[config.mk]
export PLATFORM = sky130hd
export DESIGN_NAME = hevc_annexb_nal_splitter
export DESIGN_NICKNAME = d
export VERILOG_FILES = /design/src/design/hevcnal_pkg.sv /design/src/design/hevcnal_scan.sv /design/src/design/hevc_annexb_nal_splitter.sv
export SDC_FILE = /design/constraint.sdc
export NUM_CORES = 1
export LEC_CHECK = 0
export BUFFER_PORTS_ARGS = -buffer_cell sky130_fd_sc_hd__buf_2
export CORE_ASPECT_RATIO = 1.5
export CORE_MARGIN = 5
export CORE_UTILIZATION = 49
export CTS_BUF_LIST = sky130_fd_sc_hd__clkbuf_8
export DETAILED_ROUTE_END_ITERATION = 8
export PLACE_DENSITY_LB_ADDON = 0.05
export SLEW_MARGIN = 40
export SYNTH_ARGS = -nofsm -noshare
export SYNTH_HDL_FRONTEND = slang
export SYNTH_SLANG_ARGS = --single-unit
[constraint.sdc]
create_clock -name clk -period 17.2 [get_ports clk]
set_input_delay 0 -clock clk [delete_from_list [all_inputs] [get_ports clk]]
set_output_delay 0 -clock clk [all_outputs]
set_load 0.02 [all_outputs]
[src/design/hevcnal_pkg.sv]
// ----------------------------------------------------------------------------
// hevcnal_pkg: shared types and constants of the Annex B NAL splitter
// NAL type codes, role and parameter-set status codes, result record and
// the width of the result bus.
// ----------------------------------------------------------------------------
package hevcnal_pkg;

  // default width of the byte position counter
  localparam int OFFSET_BITS_DEF = 24;

  // widths of the result fields
  localparam int TYPE_W  = 6;
  localparam int FIELD_W = 24;
  localparam logic [FIELD_W-1:0] FIELD_MAX = {FIELD_W{1'b1}};

  // nal unit type codes
  localparam logic [TYPE_W-1:0] TYPE_IDR_W_RADL = 6'd19;
  localparam logic [TYPE_W-1:0] TYPE_IDR_N_LP   = 6'd20;
  localparam logic [TYPE_W-1:0] TYPE_VPS        = 6'd32;
  localparam logic [TYPE_W-1:0] TYPE_SPS        = 6'd33;

  // position role of a unit in the parameter-set run
  localparam logic [1:0] ROLE_OTHER = 2'd0;
  localparam logic [1:0] ROLE_VPS   = 2'd1;
  localparam logic [1:0] ROLE_SPS   = 2'd2;
  localparam logic [1:0] ROLE_PPS   = 2'd3;

  // parameter sets found in the buffer
  localparam logic [1:0] PARAMS_NONE    = 2'd0;
  localparam logic [1:0] PARAMS_SPS_PPS = 2'd1;
  localparam logic [1:0] PARAMS_ALL     = 2'd2;

  // unit index values of interest (index saturates at 7)
  localparam logic [2:0] IDX_FIRST     = 3'd0;
  localparam logic [2:0] IDX_AFTER_SPS = 3'd2;
  localparam logic [2:0] IDX_AFTER_PPS = 3'd3;
  localparam logic [2:0] IDX_MAX       = 3'd7;

  // zero run values
  localparam logic [1:0] ZRUN_TWO   = 2'd2;
  localparam logic [1:0] ZRUN_THREE = 2'd3;

  // start code terminator byte and zero byte
  localparam logic [7:0] BYTE_ONE  = 8'h01;
  localparam logic [7:0] BYTE_ZERO = 8'h00;

  // one result record
  typedef struct packed {
    logic               nal_valid;
    logic [TYPE_W-1:0]  nal_type;
    logic [FIELD_W-1:0] nal_start;
    logic [FIELD_W-1:0] nal_length;
    logic [1:0]         nal_role;
    logic               is_idr;
    logic               end_of_buffer;
    logic [TYPE_W-1:0]  access_type;
    logic [1:0]         params_found;
  } hevcnal_result_t;

  // result bus data width: 65 payload bits padded to whole bytes
  localparam int OUT_DATA_BITS = TYPE_W + 2 * FIELD_W + 2 + 1 + TYPE_W + 2;
  localparam int OUT_DATA_W    = ((OUT_DATA_BITS + 7) / 8) * 8;

endpackage

[src/design/hevcnal_scan.sv]
// ----------------------------------------------------------------------------
// hevcnal_scan: start code scanner and unit bookkeeping
// Holds the scan state and works out, for the byte at its input, the result
// record and whether a result is produced; state moves on when step is high.
// ----------------------------------------------------------------------------
module hevcnal_scan #(
  parameter int OFFSET_BITS = hevcnal_pkg::OFFSET_BITS_DEF
) (
  input  logic                         clk,
  input  logic                         rst,
  input  logic                         step,
  input  logic [7:0]                   data_byte,
  input  logic                         last_byte,
  output logic                         emit,
  output hevcnal_pkg::hevcnal_result_t result
);
  import hevcnal_pkg::*;

  localparam int LW = OFFSET_BITS + 1;
  localparam int WW = (LW > FIELD_W + 1) ? LW : FIELD_W + 1;
  localparam logic [OFFSET_BITS-1:0] OFF_MAX = {OFFSET_BITS{1'b1}};

  // scan state
  logic [OFFSET_BITS-1:0] byte_offset, byte_offset_next;
  logic [1:0]             zero_run, zero_run_next;
  logic                   unit_open, unit_open_next;
  logic                   header_pending, header_pending_next;
  logic [TYPE_W-1:0]      current_type, current_type_next;
  logic [OFFSET_BITS-1:0] current_start, current_start_next;
  logic [2:0]             unit_index, unit_index_next;
  logic [TYPE_W-1:0]      first_type, first_type_next;
  logic [TYPE_W-1:0]      reported_type, reported_type_next;
  logic [1:0]             param_status, param_status_next;

  // datapath terms
  logic [TYPE_W-1:0]      hdr_type;
  logic                   start_code;
  logic [OFFSET_BITS-1:0] pos_sat;
  logic [OFFSET_BITS-1:0] end_pos;
  logic [OFFSET_BITS-1:0] len_mid;
  logic [LW-1:0]          pos_inc;
  logic [LW-1:0]          len_last;
  logic [LW-1:0]          len_sel;
  logic [WW-1:0]          len_wide;
  logic [WW-1:0]          start_wide;
  logic [1:0]             role;

  assign hdr_type   = data_byte[TYPE_W:1];
  assign start_code = !last_byte && (zero_run >= ZRUN_TWO) && (data_byte == BYTE_ONE);
  assign pos_sat    = (byte_offset == OFF_MAX) ? byte_offset : byte_offset + 1'b1;
  assign pos_inc    = {1'b0, byte_offset} + 1'b1;
  assign end_pos    = (byte_offset >= OFFSET_BITS'(2)) ? byte_offset - OFFSET_BITS'(2)
                                                        : '0;

  // length of a unit closed by the next start code
  always_comb begin
    len_mid = (end_pos > current_start) ? end_pos - current_start : '0;
    if ((zero_run == ZRUN_THREE) && (len_mid != '0)) begin
      len_mid = len_mid - 1'b1;
    end
  end

  // length of a unit closed by the end of the buffer
  assign len_last = (pos_inc > {1'b0, current_start}) ? pos_inc - {1'b0, current_start}
                                                      : '0;

  // header byte handling
  always_comb begin
    current_type_next  = current_type;
    header_pending_next = header_pending;
    first_type_next    = first_type;
    reported_type_next = reported_type;
    param_status_next  = param_status;
    if (header_pending) begin
      current_type_next   = hdr_type;
      header_pending_next = 1'b0;
      if (unit_index == IDX_FIRST) begin
        first_type_next    = hdr_type;
        reported_type_next = hdr_type;
      end else if (first_type == TYPE_VPS && unit_index == IDX_AFTER_PPS) begin
        reported_type_next = hdr_type;
        param_status_next  = PARAMS_ALL;
      end else if (first_type == TYPE_SPS && unit_index == IDX_AFTER_SPS) begin
        reported_type_next = hdr_type;
        param_status_next  = PARAMS_SPS_PPS;
      end
    end
    if (start_code) begin
      header_pending_next = 1'b1;
    end
  end

  // role of the open unit by its position
  always_comb begin
    role = ROLE_OTHER;
    if (first_type_next == TYPE_VPS && unit_index <= 3'd2) begin
      role = 2'(unit_index + 3'd1);
    end else if (first_type_next == TYPE_SPS && unit_index <= 3'd1) begin
      role = 2'(unit_index + 3'd2);
    end
  end

  // unit and position bookkeeping
  always_comb begin
    unit_open_next     = unit_open;
    current_start_next = current_start;
    unit_index_next    = unit_index;
    if (start_code) begin
      unit_open_next     = 1'b1;
      current_start_next = pos_sat;
      if (unit_open && unit_index != IDX_MAX) begin
        unit_index_next = unit_index + 3'd1;
      end
    end
    if (data_byte == BYTE_ZERO) begin
      zero_run_next = (zero_run == ZRUN_THREE) ? zero_run : zero_run + 2'd1;
    end else begin
      zero_run_next = '0;
    end
    byte_offset_next = pos_sat;
  end

  // result record
  assign len_sel    = last_byte ? len_last : {1'b0, len_mid};
  assign len_wide   = WW'(len_sel);
  assign start_wide = WW'(current_start);
  assign emit       = last_byte || (start_code && unit_open);

  always_comb begin
    result.nal_valid     = unit_open;
    result.nal_type      = current_type_next;
    result.nal_start     = start_wide[FIELD_W-1:0];
    result.nal_length    = (len_wide > WW'(FIELD_MAX)) ? FIELD_MAX
                                                        : len_wide[FIELD_W-1:0];
    result.nal_role      = role;
    result.is_idr        = (current_type_next == TYPE_IDR_W_RADL) ||
                           (current_type_next == TYPE_IDR_N_LP);
    result.end_of_buffer = last_byte;
    result.access_type   = reported_type_next;
    result.params_found  = param_status_next;
    if (!unit_open) begin
      result.nal_type   = '0;
      result.nal_start  = '0;
      result.nal_length = '0;
      result.nal_role   = ROLE_OTHER;
      result.is_idr     = 1'b0;
    end
  end

  // state registers; the last byte of a buffer returns everything to reset
  always_ff @(posedge clk) begin
    if (rst || (step && last_byte)) begin
      byte_offset    <= '0;
      zero_run       <= '0;
      unit_open      <= 1'b0;
      header_pending <= 1'b0;
      current_type   <= '0;
      current_start  <= '0;
      unit_index     <= '0;
      first_type     <= '0;
      reported_type  <= '0;
      param_status   <= PARAMS_NONE;
    end else if (step) begin
      byte_offset    <= byte_offset_next;
      zero_run       <= zero_run_next;
      unit_open      <= unit_open_next;
      header_pending <= header_pending_next;
      current_type   <= current_type_next;
      current_start  <= current_start_next;
      unit_index     <= unit_index_next;
      first_type     <= first_type_next;
      reported_type  <= reported_type_next;
      param_status   <= param_status_next;
    end
  end

endmodule

[src/design/hevc_annexb_nal_splitter.sv]
// ----------------------------------------------------------------------------
// hevc_annexb_nal_splitter: H.265 Annex B start code NAL unit splitter
// Scans an Annex B byte stream and reports each NAL unit it closes.
// ----------------------------------------------------------------------------
// The block takes one byte per clock as long as results are taken: a byte is
// held in the input register, is scanned in a single pass and its result, if
// any, lands in the output register; a byte waits in the input register while
// its result finds the output full and not taken. A result is
// produced when a 00 00 01 start code closes an open unit and on every byte
// marked tlast, which closes the buffer (tlast on the result, tuser low if no
// unit was open) and returns the scanner to its reset state. Unit lengths
// exclude the start code and one zero before it; positions count from the
// first byte of the buffer and saturate at 2^OFFSET_BITS - 1.
module hevc_annexb_nal_splitter #(
  parameter int OFFSET_BITS = hevcnal_pkg::OFFSET_BITS_DEF
) (
  input  logic                               clk,
  input  logic                               rst,
  // input bytes
  input  logic                               s_tvalid,
  output logic                               s_tready,
  input  logic [7:0]                         s_tdata,  // [7:0] data_byte
  input  logic                               s_tlast,  // last_byte
  // unit reports
  output logic                               m_tvalid,
  input  logic                               m_tready,
  // [5:0] nal_type, [29:6] nal_start, [53:30] nal_length, [55:54] nal_role,
  // [56] is_idr, [62:57] access_type, [64:63] params_found, rest zero
  output logic [hevcnal_pkg::OUT_DATA_W-1:0] m_tdata,
  output logic                               m_tuser,  // nal_valid
  output logic                               m_tlast   // end_of_buffer
);
  import hevcnal_pkg::*;

  // input register
  logic       in_valid;
  logic [7:0] in_byte;
  logic       in_last;

  // output register
  logic            out_valid;
  hevcnal_result_t out_res;

  // scan stage
  logic            emit;
  logic            advance;
  hevcnal_result_t scan_res;

  // an item leaves the input register unless its result finds the output full and not taken
  assign advance  = in_valid && (!emit || !out_valid || m_tready);
  assign s_tready = !in_valid || advance;

  always_ff @(posedge clk) begin
    if (rst) begin
      in_valid <= 1'b0;
    end else if (s_tready) begin
      in_valid <= s_tvalid;
    end
  end

  always_ff @(posedge clk) begin
    if (s_tvalid && s_tready) begin
      in_byte <= s_tdata;
      in_last <= s_tlast;
    end
  end

  hevcnal_scan #(
    .OFFSET_BITS(OFFSET_BITS)
  ) u_scan (
    .clk       (clk),
    .rst       (rst),
    .step      (advance),
    .data_byte (in_byte),
    .last_byte (in_last),
    .emit      (emit),
    .result    (scan_res)
  );

  // output register control
  always_ff @(posedge clk) begin
    if (rst) begin
      out_valid <= 1'b0;
    end else if (advance && emit) begin
      out_valid <= 1'b1;
    end else if (m_tready) begin
      out_valid <= 1'b0;
    end
  end

  always_ff @(posedge clk) begin
    if (advance && emit) begin
      out_res <= scan_res;
    end
  end

  // result transfer packing
  assign m_tvalid = out_valid;
  assign m_tuser  = out_res.nal_valid;
  assign m_tlast  = out_res.end_of_buffer;
  assign m_tdata  = OUT_DATA_W'({out_res.params_found, out_res.access_type,
                                 out_res.is_idr, out_res.nal_role,
                                 out_res.nal_length, out_res.nal_start,
                                 out_res.nal_type});

`ifndef SYNTHESIS
  // a result without a unit only comes from the end of the buffer
  a_empty_is_eob: assert property (@(posedge clk) disable iff (rst)
    m_tvalid && !m_tuser |-> m_tlast)
    else $error("empty result without end of buffer");

  // idr flag agrees with the reported type
  a_idr_type: assert property (@(posedge clk) disable iff (rst)
    m_tvalid && m_tdata[56] |-> (m_tdata[5:0] == TYPE_IDR_W_RADL ||
                                 m_tdata[5:0] == TYPE_IDR_N_LP))
    else $error("idr flag on a non-idr type");

  // a role is only given to a real unit
  a_role_unit: assert property (@(posedge clk) disable iff (rst)
    m_tvalid && (m_tdata[55:54] != ROLE_OTHER) |-> m_tuser)
    else $error("role reported without a unit");

  // a waiting result is not overwritten
  a_hold: assert property (@(posedge clk) disable iff (rst)
    out_valid && !m_tready |-> !(advance && emit))
    else $error("result register overwritten while stalled");
`endif

endmodule
After elaboration in Yosys (flattened, before gate mapping) --
Cells that the tools add are included.
Storage, ports and cells: register bits after elaboration 153, logic and storage cells 107, bits of input ports 13
Operators by class: multiplexer cells 25, magnitude comparators 7, reduce and logical (&&, ||, !) cells 30, eq/ne operators 13, add/sub/neg operators 9
Operator list (number):
- $mux W24 | 5
- $mux W25 | 2
- $mux W6 | 7
- $add A24 B1 Y25 const B | 1
- $gt A25 B24 Y1 | 1
- $gt A25 B24 Y1 const B | 1
- $sub A25 B24 Y25 | 1
- $add A24 B1 Y24 const B | 1
- $eq A24 B24 Y1 const B | 1
- $eq A6 B6 Y1 const B | 4
- $ge A24 B2 Y1 const B | 1
- $gt A24 B24 Y1 | 1
- $reduce_bool A24 Y1 | 1
- $sub A24 B1 Y24 const B | 1
- $sub A24 B2 Y24 const B | 1
- $sub A24 B24 Y24 | 1
- $mux W2 | 8
- $logic_and A1 B1 Y1 | 13
- $eq A6 B5 Y1 const B | 2
- $eq A8 B1 Y1 const B | 1
- $logic_not A8 Y1 | 1
- $eq A3 B2 Y1 const B | 2
- $logic_or A1 B1 Y1 | 6
- $logic_not A1 Y1 | 4
- 14 further kinds | 17

Depth between registers and ports, before layout --
word-level depth 11, depth in mapped cells 24, mapped depth without buffers 21

By module --
Synthesis repeated with hierarchy kept, for this count alone.
Unflattened totals: cells, all modules 1322, area, all modules 11008.1 sq um
By module, submodules not included:
- hevcnal_scan | area an instance 8565.7 sq um, times used 1, cells each 1226
- hevc_annexb_nal_splitter | area an instance 2442.3 sq um, times used 1, cells each 96

Worst setup path before layout --
Ideal clock, no wire load.
path kind flip-flop to flip-flop, start register u_scan.byte_offset[5], end register out_res (netlist bit m_tdata[31]), data pin, path buffers 3, data required time 17.047 ns, period minus slack after synthesis 5.635 ns, library setup time 0.153 ns, arrival time 5.482 ns, stages on the path, launching flop included 22, path slack 11.565 ns, cell sequence dfxtp_1 -> clkbuf_1 -> or4_1 -> or3_1 -> nor2_1 -> nand2_1 -> nor2_1 -> clkbuf_1 -> nor2_1 -> ha_1 -> buf_4 -> a21o_1 -> a31o_2 -> or4_1 -> a32o_1 -> a21oi_2 -> or4b_4 -> nor4b_4 -> nand4_2 -> nand3_2 -> mux2_2 -> o22ai_1
On the way: cells in the longest elaborated chain, start to end 10, elaborated cells on any way between the ends 17
Ends and longest elaborated chain:
- from (decl) | RTL line hevcnal_scan.sv:24 | logic [OFFSET_BITS-1:0] byte_offset, byte_offset_next;
- from (signal assigned) | RTL line hevcnal_scan.sv:164 | byte_offset <= byte_offset_next;
- branches (longest 7 deep; another with $sub A24 B2 Y24)
- $mux W25 * | RTL line hevcnal_scan.sv:124 | assign len_sel = last_byte ? len_last : {1'b0, len_mid};
- $gt A25 B24 Y1 | RTL line hevcnal_scan.sv:133 | result.nal_length = (len_wide > WW'(FIELD_MAX)) ? FIELD_MAX
- $mux W24 * | RTL line hevcnal_scan.sv:133
- to (signal assigned) | RTL line hevc_annexb_nal_splitter.sv:93 | out_res <= scan_res;
- to (decl) | RTL line hevc_annexb_nal_splitter.sv:42 | hevcnal_result_t out_res;
Mark *: on every way between the ends. A chain may end at the register's enable or synchronous reset.

Final worst setup path --
start register u_scan.byte_offset[5], end register out_res (netlist bit m_tdata[40]), data pin
Same word-level chain as after synthesis.

==> impl_metrics.prom <==
# TYPE chip_impl_metric gauge
chip_impl_metric{name="cellLeakagePower",unit="nW"} 4.587
chip_impl_metric{name="met3_usage",unit="%"} 3.830
chip_impl_metric{name="grt_overflow_total",unit=""} 0
chip_impl_metric{name="grt_pass1_vias",unit=""} 9311
chip_impl_metric{name="cts_num_sinks",unit=""} 153
chip_impl_info{name="layout.cells.most_common",value="nor2_1"} 1
chip_impl_metric{name="std_cell_rows",unit=""} 66
chip_impl_metric{name="detail_route.drc_violations",unit=""} 0
chip_impl_info{name="timing.critical_path.to_type",value="register"} 1
chip_impl_metric{name="gr-usage-all-layers",unit="%"} 24.52
chip_impl_metric{name="yosysSeqAreaShare",unit="%"} 35.52
chip_impl_metric{name="number_of_slew_limit_violations_in_the_final_report",unit=""} 0
chip_impl_metric{name="finalHoldViolations",unit=""} 0
chip_impl_metric{name="finalNetCount",unit=""} 1399
chip_impl_metric{name="grt_pass1_wl",unit="mm"} 48.49
chip_impl_metric{name="global_route.usage.met2",unit="%"} 42.94
chip_impl_metric{name="post_cts_resize_count",unit=""} 0
chip_impl_metric{name="final_weighted_congestion_of_routability_driven_global_placement",unit=""} 0.9521
chip_impl_metric{name="worstMarginPinSlew",unit="ns"} 0.8292
chip_impl_metric{name="firstDrtPassIters",unit=""} 7
chip_impl_metric{name="number_of_antenna_cells_inserted",unit=""} 0
chip_impl_metric{name="finished_layout_cells",unit=""} 1607
chip_impl_info{name="layout.cells.most_common_list",value="nor2_1 (195), buf_2 (81), nand2_1 (79)"} 1
chip_impl_metric{name="post-cts-setup-buffer-count",unit=""} 0
chip_impl_metric{name="power.ir.vdd_worst",unit="mV"} 0.06818
chip_impl_metric{name="io_pins",unit=""} 89
chip_impl_metric{name="final_period_minus_worst_setup_slack",unit="ns"} 6.703
chip_impl_metric{name="wl_per_cell",unit="um"} 18.78
chip_impl_metric{name="pwr_density_cell",unit="nW/um2"} 97.94
chip_impl_metric{name="arrival",unit="ns"} 6.94
chip_impl_metric{name="number_of_antenna_violations_at_the_first_check_in_global_routing",unit=""} 0
chip_impl_metric{name="yosys.cell_types.count",unit=""} 81
chip_impl_metric{name="layout.core_utilization",unit="%"} 54.60
chip_impl_metric{name="maxCapViolations",unit=""} 0
chip_impl_info{name="cts.root.buffer_cell",value="clkbuf_8"} 1
chip_impl_metric{name="numCtsBuffers",unit=""} 17
chip_impl_info{name="tritoncts",value="yes"} 1
chip_impl_metric{name="setup_total_negative_slack",unit="ns"} 0
chip_impl_metric{name="synthesis.area_per_instance",unit="um2"} 8.443
chip_impl_metric{name="routed-via-count",unit=""} 9492
chip_impl_metric{name="cell_count_post_placement",unit=""} 1562
chip_impl_metric{name="drt_first_iter_violations",unit=""} 536
chip_impl_metric{name="final_clock_period_utilization_by_the_worst_path",unit="%"} 38.97
chip_impl_metric{name="dpl_worst_slack",unit="ns"} 10.58
chip_impl_metric{name="initial_utilization",unit="%"} 49.76
chip_impl_metric{name="syn_inst",unit=""} 1275
chip_impl_metric{name="floorplan.core_area",unit="um2"} 21640
chip_impl_metric{name="grt.met1_usage",unit="%"} 29.07
chip_impl_metric{name="vias_per_cell",unit=""} 5.907
chip_impl_metric{name="synth_seq_cells",unit=""} 153
chip_impl_metric{name="postSynth.asyncResetShare",unit="%"} 0
chip_impl_info{name="synth_top_flop_cell",value="dfxtp_1"} 1
chip_impl_metric{name="clk_latency",unit="ns"} 0.48
chip_impl_metric{name="timing_limited_maximum_frequency",unit="MHz"} 149.2
chip_impl_metric{name="crit_required",unit="ns"} 17.43
chip_impl_metric{name="power.total",unit="mW"} 1.157
chip_impl_info{name="crit_type",value="reg2reg"} 1
chip_impl_metric{name="timing.final.setup_violations",unit=""} 0
chip_impl_metric{name="route.final.wire_length",unit="mm"} 30.19
chip_impl_info{name="grt.busiest_layer",value="met2"} 1
chip_impl_metric{name="die_area",unit="um2"} 25100
chip_impl_metric{name="max-slew-margin-rel",unit="%"} 44.65
chip_impl_metric{name="synth.yosys.warnings",unit=""} 0
chip_impl_metric{name="postRouteAntennaNets",unit=""} 0
chip_impl_metric{name="synthesis.area",unit="um2"} 10770
chip_impl_metric{name="dieHeight",unit="um"} 191.5
chip_impl_metric{name="setup_slack",unit="ns"} 10.50
chip_impl_metric{name="fraction_of_final_layout_cells_sized_beyond_drive_strength_1",unit="%"} 12.36
chip_impl_info{name="setup_repair_after_global_routing_missed_its_margin",value="false"} 1
chip_impl_metric{name="area_delta_synth_final",unit="%"} 9.739
chip_impl_metric{name="dpl.hpwl",unit="mm"} 22.89
chip_impl_metric{name="clock_tree.htree_level_count",unit=""} 4
chip_impl_metric{name="worst_setup_hold_path_clk_slew",unit="ns"} 0.10
chip_impl_info{name="status",value="complete, no violations"} 1
chip_impl_metric{name="numPortBuffers",unit=""} 81
chip_impl_metric{name="cts_max_path_buffers",unit=""} 2
chip_impl_metric{name="worst_r2r_setup_slack",unit="ns"} 10.50
chip_impl_metric{name="path_max_fanout",unit=""} 26
chip_impl_info{name="hold_path_class",value="in2reg"} 1
chip_impl_metric{name="synth_enable_flop_cells",unit=""} 76
chip_impl_metric{name="largest_net_degree_at_the_start_of_global_routing",unit=""} 76
chip_impl_metric{name="die-width",unit="um"} 131.0
chip_impl_info{name="setup.worst_path.start_class",value="register"} 1
chip_impl_metric{name="finClkSkew",unit="ns"} 0.02382
==> cell usage after synthesis (all sizes together), types with 4 or more instances <==
cell type | n | area, um2
a21o | 31 | 232.7
o311ai | 4 | 35.04
xor2 | 26 | 227.7
buf | 21 | 123.9
ha | 62 | 775.7
or4 | 8 | 60.06
o21bai | 13 | 97.59
nor2 | 196 | 735.7
or2 | 7 | 43.79
clkbuf | 64 | 240.2
a311oi | 5 | 43.79
nor4 | 11 | 75.07
a21oi | 70 | 354.1
mux2 | 8 | 90.09
edfxtp | 76 | 2282
a211oi | 50 | 375.4
nand3 | 40 | 205.2
nand2b | 14 | 87.58
or3 | 14 | 87.58
nand3b | 4 | 30.03
o21ai | 51 | 255.3
nor3 | 34 | 175.2
and3 | 15 | 93.84
mux2i | 15 | 150.1
o211ai | 16 | 120.1
o22ai | 7 | 43.79
nor2b | 17 | 106.4
nand2 | 79 | 296.5
xnor2 | 57 | 499.2
nand4 | 14 | 93.84
inv | 45 | 168.9
and2 | 34 | 212.7
o31ai | 5 | 42.54
o21a | 10 | 75.07
a31oi | 10 | 62.56
o2111ai | 7 | 61.31
dfxtp | 77 | 1541
==> routing by layer <==
metal | routed length [um] | vias to the layer above
met5 | 0 | -
met4 | 1324 | 0
met3 | 1025 | 77
met2 | 15440 | 252
met1 | 12400 | 4464
li1 | - | 4699
==> power by group <==
| part | switching (mW) | leakage (nW) | internal, mW | total (mW) |
|---|---|---|---|---|
| Combinational | 0.312 | 3.01 | 0.180 | 0.493 |
| Sequential | 0.00987 | 1.39 | 0.389 | 0.399 |
| Clock | 0.160 | 0.190 | 0.105 | 0.265 |
| Total | 0.482 | 4.59 | 0.675 | 1.16 |
==> flip-flops by register name (all words and copies together), names as in the netlist, 3 cells and up <==
name and flops:
m_tdata 65, u_scan.byte_offset 24, u_scan.current_start 24, in_byte 8, u_scan.current_type 6, u_scan.first_type 6, u_scan.reported_type 6, u_scan.unit_index 3
==> cell type report <==
| type | instances | area, um2 |
|---|---|---|
| fill | 2097 | 9822 |
| multi-input combinational | 998 | 6469 |
| sequential | 153 | 3824 |
| timing repair buffer | 107 | 646.9 |
| tap | 272 | 340.3 |
| clock buffer | 17 | 234.0 |
| inverter | 45 | 168.9 |
| clock inverter | 15 | 131.4 |
==> what timing repair did <==
item	in CTS	in global routing
setup endpoints to repair	0	0
hold endpoints to repair	11	0
hold buffers	12	0
==> logic make-up (layout without fill, tap and decap cells) <==
family | count (synthesis) | count (layout) | share of synthesized area, %
AOI/OAI and AO/OA | 319 | 319 | 20.13
other | 1 | 7 | 0.03483
muxes | 23 | 23 | 2.232
xor gates and xnor gates | 83 | 83 | 6.753
DFF | 153 | 153 | 35.52
adders and majority gates | 64 | 64 | 7.578
and+or+nand+nor | 502 | 502 | 22.80
buffers and inverters | 130 | 184 | 4.951
==> worst paths after layout <==
path	start	to	cells after the start
worst max-delay path	u_scan.byte_offset[5]	m_tdata[40]	21
worst min-delay path	s_tvalid	in_byte[6]	3
worst max register to register	u_scan.byte_offset[5]	m_tdata[40]	21
worst min register to register	u_scan.param_status[1]	u_scan.param_status[1]	2
==> stage by stage <==
step / instance area [um2] / hold WS [ns]
finish: 11810 / 0.07065
floorplan: 10790 / 0.06907
global route: 11810 / 0.04958
global placement: 11290 / 0.1764
detailed placement: 11310 / 0.1785
CTS: 11790 / 0.01795
==> worst max-delay path, stage by stage (launching register included) <==
cell and delay, ns:
dfxtp_1 0.43, or4_1 0.59, or3_1 0.40, nor2_1 0.23
nand2_1 0.21, nor2_1 0.13, buf_4 0.25, nor2_1 0.09
ha_1 0.49, nand4_1 0.14, a211oi_1 0.51, o2111ai_1 0.31
a21oi_1 0.29, o31a_1 0.16, buf_4 0.28, nand2b_1 0.16
ha_1 0.32, nand2_1 0.19, o2111ai_1 0.17, a31oi_2 0.57
a21oi_1 0.16, a221o_1 0.37
Note: power is estimated with default switching activity, not from simulation.
